<file path="config.mk">
export PLATFORM = sky130hd
export DESIGN_NAME = card_info_tuple_parser
export DESIGN_NICKNAME = d
export VERILOG_FILES = /design/src/sv/cit_pkg.sv /design/src/sv/card_info_tuple_parser.sv /design/src/sv/cit_parse.sv /design/src/sv/cit_obuf.sv
export SDC_FILE = /design/constraint.sdc
export NUM_CORES = 1
export LEC_CHECK = 0
export BUFFER_PORTS_ARGS = -buffer_cell sky130_fd_sc_hd__buf_4
export CAP_MARGIN = 25
export CELL_PAD_IN_SITES_DETAIL_PLACEMENT = 0
export CELL_PAD_IN_SITES_GLOBAL_PLACEMENT = 1
export CORE_UTILIZATION = 31
export CTS_CLUSTER_SIZE = 14
export DETAILED_ROUTE_END_ITERATION = 6
export PLACE_DENSITY_LB_ADDON = 0.1
export RECOVER_POWER = 50
export SYNTH_ARGS = -nofsm -noshare
export SYNTH_HDL_FRONTEND = slang
export SYNTH_SLANG_ARGS = --single-unit
</file>
<file path="constraint.sdc">
create_clock -name i_clk -period 7.9 [get_ports i_clk]
set_input_delay 0.79 -clock i_clk [delete_from_list [all_inputs] [get_ports i_clk]]
set_output_delay 0.79 -clock i_clk [all_outputs]
set_load 0.005 [all_outputs]
</file>
<file path="src/sv/cit_pkg.sv">
package cit_pkg;

    localparam int BYTE_POS_W = 13;
    localparam int TUPLE_POS_W = 9;
    localparam int TUPLE_CNT_W = 7;

    localparam logic [7:0] CODE_END = 8'hFF;
    localparam logic [7:0] CODE_NULL = 8'h00;
    localparam logic [7:0] CODE_MANF = 8'h20;
    localparam logic [7:0] CODE_CONF = 8'h1A;
    localparam logic [7:0] LINK_END = 8'hFF;

    localparam logic [15:0] BASE_DEFAULT = 16'h0400;
    localparam logic [BYTE_POS_W-1:0] BYTE_POS_MAX = {BYTE_POS_W{1'b1}};

    // tuple_position values: code, link, then body bytes 0..3
    localparam logic [TUPLE_POS_W-1:0] TPOS_CODE = 9'd0;
    localparam logic [TUPLE_POS_W-1:0] TPOS_LINK = 9'd1;
    localparam logic [TUPLE_POS_W-1:0] TPOS_BODY0 = 9'd2;
    localparam logic [TUPLE_POS_W-1:0] TPOS_BODY1 = 9'd3;
    localparam logic [TUPLE_POS_W-1:0] TPOS_BODY2 = 9'd4;
    localparam logic [TUPLE_POS_W-1:0] TPOS_BODY3 = 9'd5;
    localparam logic [TUPLE_POS_W-1:0] TPOS_MAX = 9'd257;

    localparam int OUT_TDATA_W = 56;

    typedef enum logic [2:0] {
        CAUSE_END_CODE = 3'd0,
        CAUSE_END_LINK = 3'd1,
        CAUSE_TUPLE_LIM = 3'd2,
        CAUSE_BYTE_LIM = 3'd3,
        CAUSE_STREAM_END = 3'd4
    } t_end_cause;

    // maker id ends up in the lowest bits
    typedef struct packed {
        t_end_cause cause;
        logic [15:0] base;
        logic [15:0] card;
        logic [15:0] maker;
    } t_result;

endpackage

</file>
<file path="src/sv/card_info_tuple_parser.sv">
// Card information tuple walker.
// Input stream: one even-address attribute memory byte per word, in address
// order. tuser marks the first byte of a scan and clears all parse state;
// tlast marks the final available byte. Bytes arriving while no scan is open
// are dropped without a result.
// Output stream: one word per scan, sent when the walk ends, carrying the
// maker id, card id, config register base and the end cause.
// Throughput is one byte per cycle while tready is high: the tuple walk is a
// single registered step of counters and compares per byte. The result word is
// registered into the output stage, or into the skid stage if that is held.
// The output holds one word plus a one-word skid stage; input tready drops
// only while both are full, i.e. when the receiver stalls on two results.
// Reset leaves the block idle with both output stages empty; the next scan
// starts on a byte with tuser set.
module card_info_tuple_parser #(
    parameter int MAX_TUPLES = 64,
    parameter int BYTE_LIMIT = 6144
) (
    input  logic                             i_clk,
    input  logic                             i_rst_n,
    input  logic                             i_s_tvalid,
    output logic                             o_s_tready,
    input  logic [7:0]                       i_s_tdata,  // [7:0] tuple_byte
    input  logic                             i_s_tuser,  // [0] first
    input  logic                             i_s_tlast,  // last
    output logic                             o_m_tvalid,
    input  logic                             i_m_tready,
    // [15:0] manufacturer_id, [31:16] card_id, [47:32] config_base,
    // [50:48] end_cause, [55:51] zero
    output logic [cit_pkg::OUT_TDATA_W-1:0]  o_m_tdata
);

    logic             accept;
    logic             res_valid;
    cit_pkg::t_result res;
    cit_pkg::t_result out_word;
    logic             buf_ready;

    assign accept = i_s_tvalid && buf_ready;

    cit_parse #(
        .MAX_TUPLES (MAX_TUPLES),
        .BYTE_LIMIT (BYTE_LIMIT)
    ) u_parse (
        .i_clk       (i_clk),
        .i_rst_n     (i_rst_n),
        .i_accept    (accept),
        .i_byte      (i_s_tdata),
        .i_first     (i_s_tuser),
        .i_last      (i_s_tlast),
        .o_res_valid (res_valid),
        .o_res       (res)
    );

    cit_obuf u_obuf (
        .i_clk   (i_clk),
        .i_rst_n (i_rst_n),
        .i_push  (res_valid),
        .i_data  (res),
        .o_ready (buf_ready),
        .o_valid (o_m_tvalid),
        .o_data  (out_word),
        .i_ready (i_m_tready)
    );

    assign o_s_tready = buf_ready;
    assign o_m_tdata = {{(cit_pkg::OUT_TDATA_W - $bits(cit_pkg::t_result)){1'b0}}, out_word};

endmodule

</file>
<file path="src/sv/cit_parse.sv">
module cit_parse #(
    parameter int MAX_TUPLES = 64,
    parameter int BYTE_LIMIT = 6144
) (
    input  logic              i_clk,
    input  logic              i_rst_n,
    input  logic              i_accept,
    input  logic [7:0]        i_byte,
    input  logic              i_first,
    input  logic              i_last,
    output logic              o_res_valid,
    output cit_pkg::t_result  o_res
);

    localparam logic [cit_pkg::BYTE_POS_W-1:0] BYTE_LIM = cit_pkg::BYTE_POS_W'(BYTE_LIMIT);
    localparam logic [cit_pkg::TUPLE_CNT_W-1:0] TUPLE_LIM = cit_pkg::TUPLE_CNT_W'(MAX_TUPLES);

    logic [cit_pkg::BYTE_POS_W-1:0]  r_bpos, n_bpos;
    logic [cit_pkg::TUPLE_POS_W-1:0] r_tpos, n_tpos;
    logic [7:0]                      r_code, n_code;
    logic [7:0]                      r_link, n_link;
    logic [cit_pkg::TUPLE_CNT_W-1:0] r_count, n_count;
    logic [1:0]                      r_size, n_size;
    logic [15:0]                     r_maker, n_maker;
    logic [15:0]                     r_card, n_card;
    logic [15:0]                     r_base, n_base;
    logic                            r_pend, n_pend;
    logic                            r_done, n_done;

    logic                            hit;
    cit_pkg::t_end_cause             cause;
    logic                            wants;

    always_comb begin
        n_bpos = r_bpos;
        n_tpos = r_tpos;
        n_code = r_code;
        n_link = r_link;
        n_count = r_count;
        n_size = r_size;
        n_maker = r_maker;
        n_card = r_card;
        n_base = r_base;
        n_pend = r_pend;
        n_done = r_done;
        hit = 1'b0;
        cause = cit_pkg::CAUSE_END_CODE;
        wants = 1'b0;

        if (i_accept) begin
            if (i_first) begin
                n_bpos = '0;
                n_tpos = cit_pkg::TPOS_CODE;
                n_code = '0;
                n_link = '0;
                n_count = '0;
                n_size = '0;
                n_maker = '0;
                n_card = '0;
                n_base = cit_pkg::BASE_DEFAULT;
                n_pend = 1'b0;
                n_done = 1'b0;
            end

            if (!n_done) begin
                if (n_bpos != cit_pkg::BYTE_POS_MAX) begin
                    n_bpos = n_bpos + 1'b1;
                end

                priority if (n_tpos == cit_pkg::TPOS_CODE) begin
                    n_code = i_byte;
                    priority if (i_byte == cit_pkg::CODE_END) begin
                        hit = 1'b1;
                        cause = cit_pkg::CAUSE_END_CODE;
                    end else if (i_byte == cit_pkg::CODE_NULL) begin
                        // null tuple: one byte, counts but skips the byte limit check
                        n_count = n_count + 1'b1;
                        if (n_count >= TUPLE_LIM) begin
                            hit = 1'b1;
                            cause = cit_pkg::CAUSE_TUPLE_LIM;
                        end
                    end else begin
                        n_tpos = cit_pkg::TPOS_LINK;
                    end
                end else if (n_tpos == cit_pkg::TPOS_LINK) begin
                    wants = (n_code == cit_pkg::CODE_MANF) || (n_code == cit_pkg::CODE_CONF);
                    n_link = i_byte;
                    if (n_code == cit_pkg::CODE_MANF) begin
                        n_maker = '0;
                        n_card = '0;
                    end else if (n_code == cit_pkg::CODE_CONF) begin
                        n_base = '0;
                        n_size = '0;
                    end
                    n_tpos = cit_pkg::TPOS_BODY0;
                    priority if (i_byte == cit_pkg::LINK_END) begin
                        // end of chain: a wanted tuple ends after body byte 3, others end here
                        n_pend = 1'b1;
                        if (!wants) begin
                            hit = 1'b1;
                            cause = cit_pkg::CAUSE_END_LINK;
                        end
                    end else if (i_byte == 8'h00) begin
                        n_tpos = cit_pkg::TPOS_CODE;
                        n_count = n_count + 1'b1;
                        if (n_bpos >= BYTE_LIM) begin
                            hit = 1'b1;
                            cause = cit_pkg::CAUSE_BYTE_LIM;
                        end else if (n_count >= TUPLE_LIM) begin
                            hit = 1'b1;
                            cause = cit_pkg::CAUSE_TUPLE_LIM;
                        end
                    end else begin
                        n_tpos = cit_pkg::TPOS_BODY0;
                    end
                end else begin
                    if (n_code == cit_pkg::CODE_MANF) begin
                        if (n_tpos == cit_pkg::TPOS_BODY0) n_maker[7:0] = i_byte;
                        if (n_tpos == cit_pkg::TPOS_BODY1) n_maker[15:8] = i_byte;
                        if (n_tpos == cit_pkg::TPOS_BODY2) n_card[7:0] = i_byte;
                        if (n_tpos == cit_pkg::TPOS_BODY3) n_card[15:8] = i_byte;
                    end else if (n_code == cit_pkg::CODE_CONF) begin
                        if (n_tpos == cit_pkg::TPOS_BODY0) n_size = i_byte[1:0];
                        if (n_tpos == cit_pkg::TPOS_BODY2) n_base[7:0] = i_byte;
                        if (n_tpos == cit_pkg::TPOS_BODY3 && n_size != 2'd0) begin
                            n_base[15:8] = i_byte;
                        end
                    end

                    priority if (n_pend && n_tpos == cit_pkg::TPOS_BODY3) begin
                        n_tpos = n_tpos + 1'b1;
                        hit = 1'b1;
                        cause = cit_pkg::CAUSE_END_LINK;
                    end else if ((n_tpos + 1'b1) >= ({1'b0, n_link} + 9'd2)) begin
                        n_tpos = cit_pkg::TPOS_CODE;
                        n_count = n_count + 1'b1;
                        if (n_bpos >= BYTE_LIM) begin
                            hit = 1'b1;
                            cause = cit_pkg::CAUSE_BYTE_LIM;
                        end else if (n_count >= TUPLE_LIM) begin
                            hit = 1'b1;
                            cause = cit_pkg::CAUSE_TUPLE_LIM;
                        end
                    end else begin
                        n_tpos = n_tpos + 1'b1;
                    end
                end

                if (!hit && i_last) begin
                    hit = 1'b1;
                    cause = cit_pkg::CAUSE_STREAM_END;
                end
                if (hit) begin
                    n_done = 1'b1;
                end
            end
        end
    end

    always_ff @(posedge i_clk) begin
        if (!i_rst_n) begin
            r_bpos <= '0;
            r_tpos <= cit_pkg::TPOS_CODE;
            r_code <= '0;
            r_link <= '0;
            r_count <= '0;
            r_size <= '0;
            r_maker <= '0;
            r_card <= '0;
            r_base <= cit_pkg::BASE_DEFAULT;
            r_pend <= 1'b0;
            r_done <= 1'b1;
        end else begin
            r_bpos <= n_bpos;
            r_tpos <= n_tpos;
            r_code <= n_code;
            r_link <= n_link;
            r_count <= n_count;
            r_size <= n_size;
            r_maker <= n_maker;
            r_card <= n_card;
            r_base <= n_base;
            r_pend <= n_pend;
            r_done <= n_done;
        end
    end

    assign o_res_valid = hit;
    assign o_res.maker = n_maker;
    assign o_res.card = n_card;
    assign o_res.base = n_base;
    assign o_res.cause = cause;

`ifndef SYNTHESIS
    a_done_after_result: assert property (@(posedge i_clk) disable iff (!i_rst_n)
        hit |=> r_done)
        else $error("scan not closed after result");

    a_tpos_range: assert property (@(posedge i_clk) disable iff (!i_rst_n)
        r_tpos <= cit_pkg::TPOS_MAX)
        else $error("tuple position out of range");

    a_idle_no_result: assert property (@(posedge i_clk) disable iff (!i_rst_n)
        (r_done && !i_first) |-> !hit)
        else $error("result while idle");
`endif

endmodule

</file>
<file path="src/sv/cit_obuf.sv">
module cit_obuf (
    input  logic              i_clk,
    input  logic              i_rst_n,
    input  logic              i_push,
    input  cit_pkg::t_result  i_data,
    output logic              o_ready,
    output logic              o_valid,
    output cit_pkg::t_result  o_data,
    input  logic              i_ready
);

    logic             r_out_valid;
    logic             r_skid_valid;
    cit_pkg::t_result r_out;
    cit_pkg::t_result r_skid;
    logic             pop;
    logic             load;

    assign pop = r_out_valid && i_ready;
    assign load = !r_out_valid || pop;

    always_ff @(posedge i_clk) begin
        if (!i_rst_n) begin
            r_out_valid <= 1'b0;
            r_skid_valid <= 1'b0;
        end else if (load) begin
            // refill the output word from skid first, else from the parser
            r_out_valid <= r_skid_valid || i_push;
            r_skid_valid <= 1'b0;
        end else if (i_push) begin
            r_skid_valid <= 1'b1;
        end
    end

    always_ff @(posedge i_clk) begin
        if (load) begin
            r_out <= r_skid_valid ? r_skid : i_data;
        end
        if (!load && i_push) begin
            r_skid <= i_data;
        end
    end

    assign o_ready = !r_skid_valid;
    assign o_valid = r_out_valid;
    assign o_data = r_out;

`ifndef SYNTHESIS
    a_skid_implies_out: assert property (@(posedge i_clk) disable iff (!i_rst_n)
        r_skid_valid |-> r_out_valid)
        else $error("skid word without output word");

    a_no_push_when_full: assert property (@(posedge i_clk) disable iff (!i_rst_n)
        i_push |-> !r_skid_valid)
        else $error("result pushed into full buffer");

    a_skid_drains: assert property (@(posedge i_clk) disable iff (!i_rst_n)
        (r_skid_valid && i_ready) |=> (r_out_valid && !r_skid_valid))
        else $error("skid word not moved forward");
`endif

endmodule

</file>
[Yosys cells after proc, flatten, opt, wreduce, memory -nomap -nowiden]
Index checks and enable logic that the tools add are counted.
Word-level totals
  input bits: 14
  word-level logic and storage cells: 177
  register bits: 201
Cells by class
  magnitude comparators: 3
  bitwise logic cells: 1
  reductions and logical operators: 17
  equality and inequality tests: 9
  multiplexer cells: 122
  add/subtract/negate cells: 4
Operators with widths (number)
  16-bit two-way mux: 23
  8-bit two-way mux: 15
  9-bit two-way mux: 10
  13-bit two-way mux: 6
  7-bit two-way mux: 9
  51-bit two-way mux: 1
  2-bit two-way mux: 18
  3-bit two-way mux: 11
  1-bit two-way mux: 29
  9-bit by 2-bit == test with 1-bit output, second input constant: 2
  9-bit by 3-bit == test with 1-bit output, second input constant: 2
  13-bit by 1-bit adder with 13-bit output, second input constant: 1
  13-bit >= comparator, second input constant: 1
  13-bit inequality test, second input constant: 1
  8-bit by 2-bit adder with 9-bit output, second input constant: 1
  9-bit by 1-bit adder with 9-bit output, second input constant: 1
  9-bit by 1-bit == test with 1-bit output, second input constant: 1
  9-bit >= comparator: 1
  9-bit logical NOT: 1
  8-bit by 5-bit == test with 1-bit output, second input constant: 1
  8-bit by 6-bit == test with 1-bit output, second input constant: 1
  8-bit == test, second input constant: 1
  8-bit logical NOT: 1
  7-bit by 1-bit adder with 7-bit output, second input constant: 1
  other kinds (7): 17

[Depth between registers and ports, before layout]
  depth in word-level cells: 23
  depth in mapped cells: 16
  depth with buffers taken out: 13

[Modules after synthesis]
A second synthesis with hierarchy kept.
Second synthesis, totals
  cell total of the unflattened synthesis: 905
  area, all modules: 9815.7 µm²
By module, submodules not included
  cit_parse: area an instance 5750.5 µm², sequential area each 1941.9 µm², instances 1, cells an instance 730
  cit_obuf: area an instance 4017.6 µm², sequential area each 3103.0 µm², instances 1, cells an instance 168
  card_info_tuple_parser: area an instance 47.5 µm², sequential area each 0.0 µm², instances 1, cells an instance 7

[Worst setup path before layout]
Ideal clock, no wire load.
  kind: input -> register
  from: input i_s_tuser
  to: register u_obuf.r_skid[0] in the netlist's numbering (enable)
  slack: 1.789 ns
  path buffers: 3
  data required time: 7.440 ns
  arrival time: 5.651 ns
  stages: 16
  path through: buf_2 -> buf_1 -> clkbuf_1 -> nor2b_1 -> ha_1 -> nand3_1 -> xnor2_1 -> nand2_1 -> ha_1 -> and4_1 -> o21ai_0 -> o211ai_1 -> a31o_2 -> a41oi_1 -> a21o_1 -> nor2_1
On the way
  word-level cells in the longest chain between the ends: 22
Ends and longest elaborated chain
  start, declared: RTL line card_info_tuple_parser.sv:24  | input logic i_s_tuser,
  13-bit two-way mux: RTL line cit_parse.sv:51  | if (i_first) begin
  13-bit two-way mux: RTL line cit_parse.sv:50  | if (i_accept) begin
  13-bit by 1-bit adder with 13-bit output / 13-bit inequality test (equally long branches): RTL line cit_parse.sv:67, cit_parse.sv:66
  13-bit two-way mux: RTL line cit_parse.sv:66  | if (n_bpos != cit_pkg::BYTE_POS_MAX) begin
  13-bit two-way mux: RTL line cit_parse.sv:65  | if (!n_done) begin
  13-bit two-way mux: RTL line cit_parse.sv:50
  13-bit >= comparator: RTL line cit_parse.sv:106, cit_parse.sv:137
  1-bit two-way mux: RTL line cit_parse.sv:106, cit_parse.sv:137
  [6 not listed]
  1-bit logical NOT: RTL line cit_parse.sv:149  | if (!hit && i_last) begin
  1-bit logical AND: RTL line cit_parse.sv:149
  1-bit two-way mux: RTL line cit_parse.sv:149
  1-bit two-way mux: RTL line cit_parse.sv:65
  1-bit two-way mux: RTL line cit_parse.sv:50
  1-bit two-way mux (*): RTL line cit_parse.sv:65
  1-bit two-way mux (*): RTL line cit_parse.sv:50
  1-bit logical AND (*): RTL line cit_obuf.sv:39  | if (!load && i_push) begin
  end signal, assigned: RTL line cit_obuf.sv:40  | r_skid <= i_data;
  end, declared: RTL line cit_obuf.sv:15  | cit_pkg::t_result r_skid;
Every way passes the cells marked *; elsewhere a longest branch is shown, timed or not. The select of a mux whose other input is x is not followed.
A chain may end at the register's enable or synchronous reset.

[Worst setup path in the final report]
  from: input i_s_tuser
  to: register u_obuf.r_skid[9] in the netlist's numbering (enable)
Same word-level chain as after synthesis.

==> reports/metrics.sh <==
VIAS_IN_THE_FIRST_GLOBAL_ROUTE=6515
CLK-INSERTION-DELAY-LATE_PS=530
NETLIST_INSTANCES=871
DRC=0
FIN_CRIT_PS=4530
FIN_TNS_SETUP_PS=0
FINCLKSKEW_PS=14.0
MAX-VDD-IR-DROP_uV=146
MULTI_INPUT_COMB_AREA_MM2=0.00395
LAYOUT-AREA-OVERHEAD-VS-SYNTH_PCT=16.6
ANTENNA_VIOLATING_NETS_POST_ROUTE=0
PLACE.DETAILED.HPWL_MM=15.8
SYNTH_ASYNC_SR_FLOP_SHARE_PCT=0
HP-CLASS='reg2reg'
MOST-COMMON-LAYOUT-CELLS='edfxtp_1, dfxtp_1, nand2_1'
GRT_PASS1_WL_MM=39.6
SEQCELLAREA_MM2=0.00504
FIN_WORST_HOLD_SLACK_PS=455
PLACE_INST=1286
POSTSYNTHREGISTERBITS=201
VIAS=6711
STDCELL_COUNT=1330
CHIPWIDTH_UM=176
POST_DRT_VIA_CELL_RATIO=5.05
WIRE_PER_INST_UM=18.9
CTS.ROOT.BUFFER_CELL='clkbuf_16'
GLOBALROUTETOTALUTIL_PCT=16.6
POSTCTS_SETUP_BUFS=0
SYNTH_EDF_COUNT=102
CP_MAX_STAGE_CELL='clkinv_1'
NNETSFINAL=948
REG_TO_REG_START='u_parse.r_tpos[2]$_SDFFE_PN0P_'
WHS_ENDPOINT='u_parse.r_code[6]$_SDFFE_PN0P_'
DIEAREA_MM2=0.0308
SYNTH-WARNING-COUNT=0
TOTAL_OF_FILL_CELLS_IN_THE_FINISHED_DESIGN=3021
FINAL_CORE_DENSITY_PCT=36.7
IO_BUFFERS=66
POWER-PER-CELL-AREA_mW_PER_MM2=210
DRV_SLEW=64
SETUP.REG_TO_REG.WORST_SLACK_PS=3510
CORE_AREA_MM2=0.0296
HOLD_START='u_parse.r_code[6]$_SDFFE_PN0P_'
GRT_MAX_DEGREE=55
SYNTH.CELL_AREA_MM2=0.00934
HOLD_VIOL=0
TIMING.SLEW.HEADROOM_PCT=-102
GRT_ANTENNA_BEFORE_REPAIR=0
DRTITER0DRC=485
CELL_ROW_COUNT=63
LARGEST_INCREMENTAL_DELAY_ON_THE_CRITICAL_PATH_PS=740
TRITONCTS_CLOCK_TREE='yes'
SETUP.WORST_PATH.CLASS='in2reg'
PATH_CLK_SLEW_PS=50
SYNTH-MAIN-FF-CELL='edfxtp_1'
GRT_SETUP_UNREPAIRED='false'
TIMING_WORST_SLEW_PIN_VALUE_PS=3020
SYNTH_CELL_TYPE_COUNT=75
CHIPHEIGHT_UM=176
CTS_HOLD_BUFFERS=0
POWER_LEAKAGE_uW=0.00395
CLOCK_SINK_COUNT=201
DRV_CAP=2
NUMBER_OF_INSTANCES_ON_THE_WORST_HOLD_PATH=2
CRIT_PATH_FREQUENT_CELL='buf_4'
CTS.REPAIR.RESIZED=0
FINAL_COMMON_CELL='edfxtp_1'
DRIVE_GT1_SHARE_PCT=19.1
CP_CELL_SEQUENCE='buf_4 -> clkinv_1 -> nand2_1 -> xnor2_1 -> ha_1 -> and4_1 -> o21ai_0 -> o211ai_1 -> a31o_2 -> a41oi_1 -> a21o_1 -> nor2_4 -> buf_4'
WORSTPATHMAXFANOUT=51
FMAX_MHz=221
SYNTH.YOSYS.SEQ_AREA_SHARE_PCT=54.0
FINAL.PERIOD_UTILIZATION_PCT=57.4
TOP_LEVEL_PORTS=72
WL_MM=25.2
CRITICAL_PATH.ENDPOINT_TYPE='flip-flop'
CTSHTREEMAXLEVEL=1
R2R-END='u_obuf.r_skid[9]$_DFFE_PP_'
SYNTHESIZED_AREA_DIVIDED_BY_SYNTHESIZED_CELL_COUNT_UM2=10.7
ANTENNA_CELLS_INSERTED=0
GPL.FINAL_WEIGHTED_CONGESTION=0.786
TRITONCTS_BUFFER_COUNT=24
COUNT_OF_TRITONROUTE_ITERATIONS_IN_THE_FIRST_ROUTING_PASS=5
TIMING.CRITICAL_PATH.FROM_TYPE='input pin'
FAILED_CHECKS='max-capacitance violations, max-slew violations'
FF2FF_PATH_DEPTH=14
GLOBALROUTEOVERFLOWTOTAL=0
REQUIRED_PS=8040
SETUP-VIOLATIONS-FINAL=0
INITIAL_UTIL_PCT=31.5
WORSTPATHARRIVAL_PS=4680
STATUS='complete, but fails checks'
TOTAL_POWER_uW=2290
CLOCKBUFFERDEPTH=3
worst max-delay path by stage:
| stage | from | endpoint | slack (ps) | depth (start not counted) |
|---|---|---|---|---|
| 4_1_cts | i_s_tuser | u_obuf.r_skid[9]$_DFFE_PP_ | 3350 | 13 |
| 6_report | i_s_tuser | u_obuf.r_skid[9]$_DFFE_PP_ | 3370 | 13 |
| 2_1_floorplan | i_s_tuser | u_obuf.r_skid[0]$_DFFE_PP_ | 1790 | 16 |
| 5_1_grt | i_s_tuser | u_obuf.r_skid[34]$_DFFE_PP_ | 3050 | 13 |
| 3_5_place_dp | i_s_tuser | u_obuf.r_skid[35]$_DFFE_PP_ | 2830 | 13 |
| 3_3_place_gp | i_s_tuser | u_obuf.r_skid[35]$_DFFE_PP_ | 2870 | 13 |
where the power goes:
| part | internal [uW] | switching [uW] | total (uW) |
|---|---|---|---|
| Combinational | 28.4 | 74.3 | 103 |
| Clock | 637 | 441 | 1080 |
| Sequential | 1100 | 7.21 | 1110 |
state kept, by name, indices dropped and copies added, names as in the netlist:
register and flops:
u_obuf.o_data 51, u_obuf.r_skid 51, u_parse.r_base 16, u_parse.r_card 16, u_parse.r_maker 16, u_parse.r_bpos 13, u_parse.r_tpos 9, u_parse.r_code 8
u_parse.r_link 8, u_parse.r_count 7, u_parse.r_size 2, u_obuf.o_valid 1, u_obuf.r_skid_valid 1, u_parse.r_done 1, u_parse.r_pend 1
cell type report:
class / count / area share (%)
timing repair buffer: 75 / 5.18
clock inverter: 11 / 1.09
sequential: 201 / 46.3
clock buffer: 33 / 5.92
multi-input combinational: 599 / 36.3
inverter: 21 / 0.724
tap: 390 / 4.48
routing by layer:
metal / track usage [%] / part of all wire (%) / vias up
met2: 26.6 / 45 / 144
met4: 4.35 / 1.9 / 0
met5: 0 / 0 / -
li1: - / - / 3291
met3: 2.64 / 4.0 / 35
met1: 23.1 / 49 / 3241
metrics by stage:
stage                     worst slack [ps]  instance area, um^2
after floorplan                       1790                 9360
after global placement                2870                10200
after detailed placement              2830                10200
after CTS                             3350                11000
after global routing                  3050                10900
final                                 3370                10900
critical path: cells and delay by family:
kind / cells / cell delay, ps
buffers and inverters: 3 / 1850
and+or+nand+nor: 3 / 560
AOI/OAI and AO/OA: 5 / 1020
adders and majority gates: 1 / 300
xor gates and xnor gates: 1 / 100
cell usage after synthesis, types with 12 or more instances:
master | n | area (um^2)
nand4_1 | 13 | 81.3
nor2_1 | 60 | 225
nand2_1 | 90 | 338
inv_1 | 18 | 67.6
ha_1 | 12 | 150
nor2b_1 | 14 | 87.6
clkbuf_1 | 39 | 146
edfxtp_1 | 102 | 3060
dfxtp_1 | 99 | 1980
nand3_1 | 16 | 80.1
a21oi_1 | 42 | 210
a22o_1 | 25 | 219
a22oi_1 | 23 | 173
o21ai_0 | 38 | 190
xnor2_1 | 17 | 149
and2_1 | 48 | 300
o21ai_1 | 15 | 75.1
mux2_2 | 46 | 518
cell families (layout without fill, tap and decap cells):
logic type | Yosys count | count (layout) | share of synthesized area (%)
AOI/OAI and AO/OA | 206 | 206 | 14.9
xor gates and xnor gates | 22 | 22 | 2.06
adders and majority gates | 12 | 12 | 1.61
buffers and inverters | 75 | 140 | 3.44
DFF | 201 | 201 | 54.0
muxes | 48 | 48 | 5.76
other | 1 | 5 | 0.0401
and+or+nand+nor | 306 | 306 | 18.1
Power figures use the tool's default switching activity.
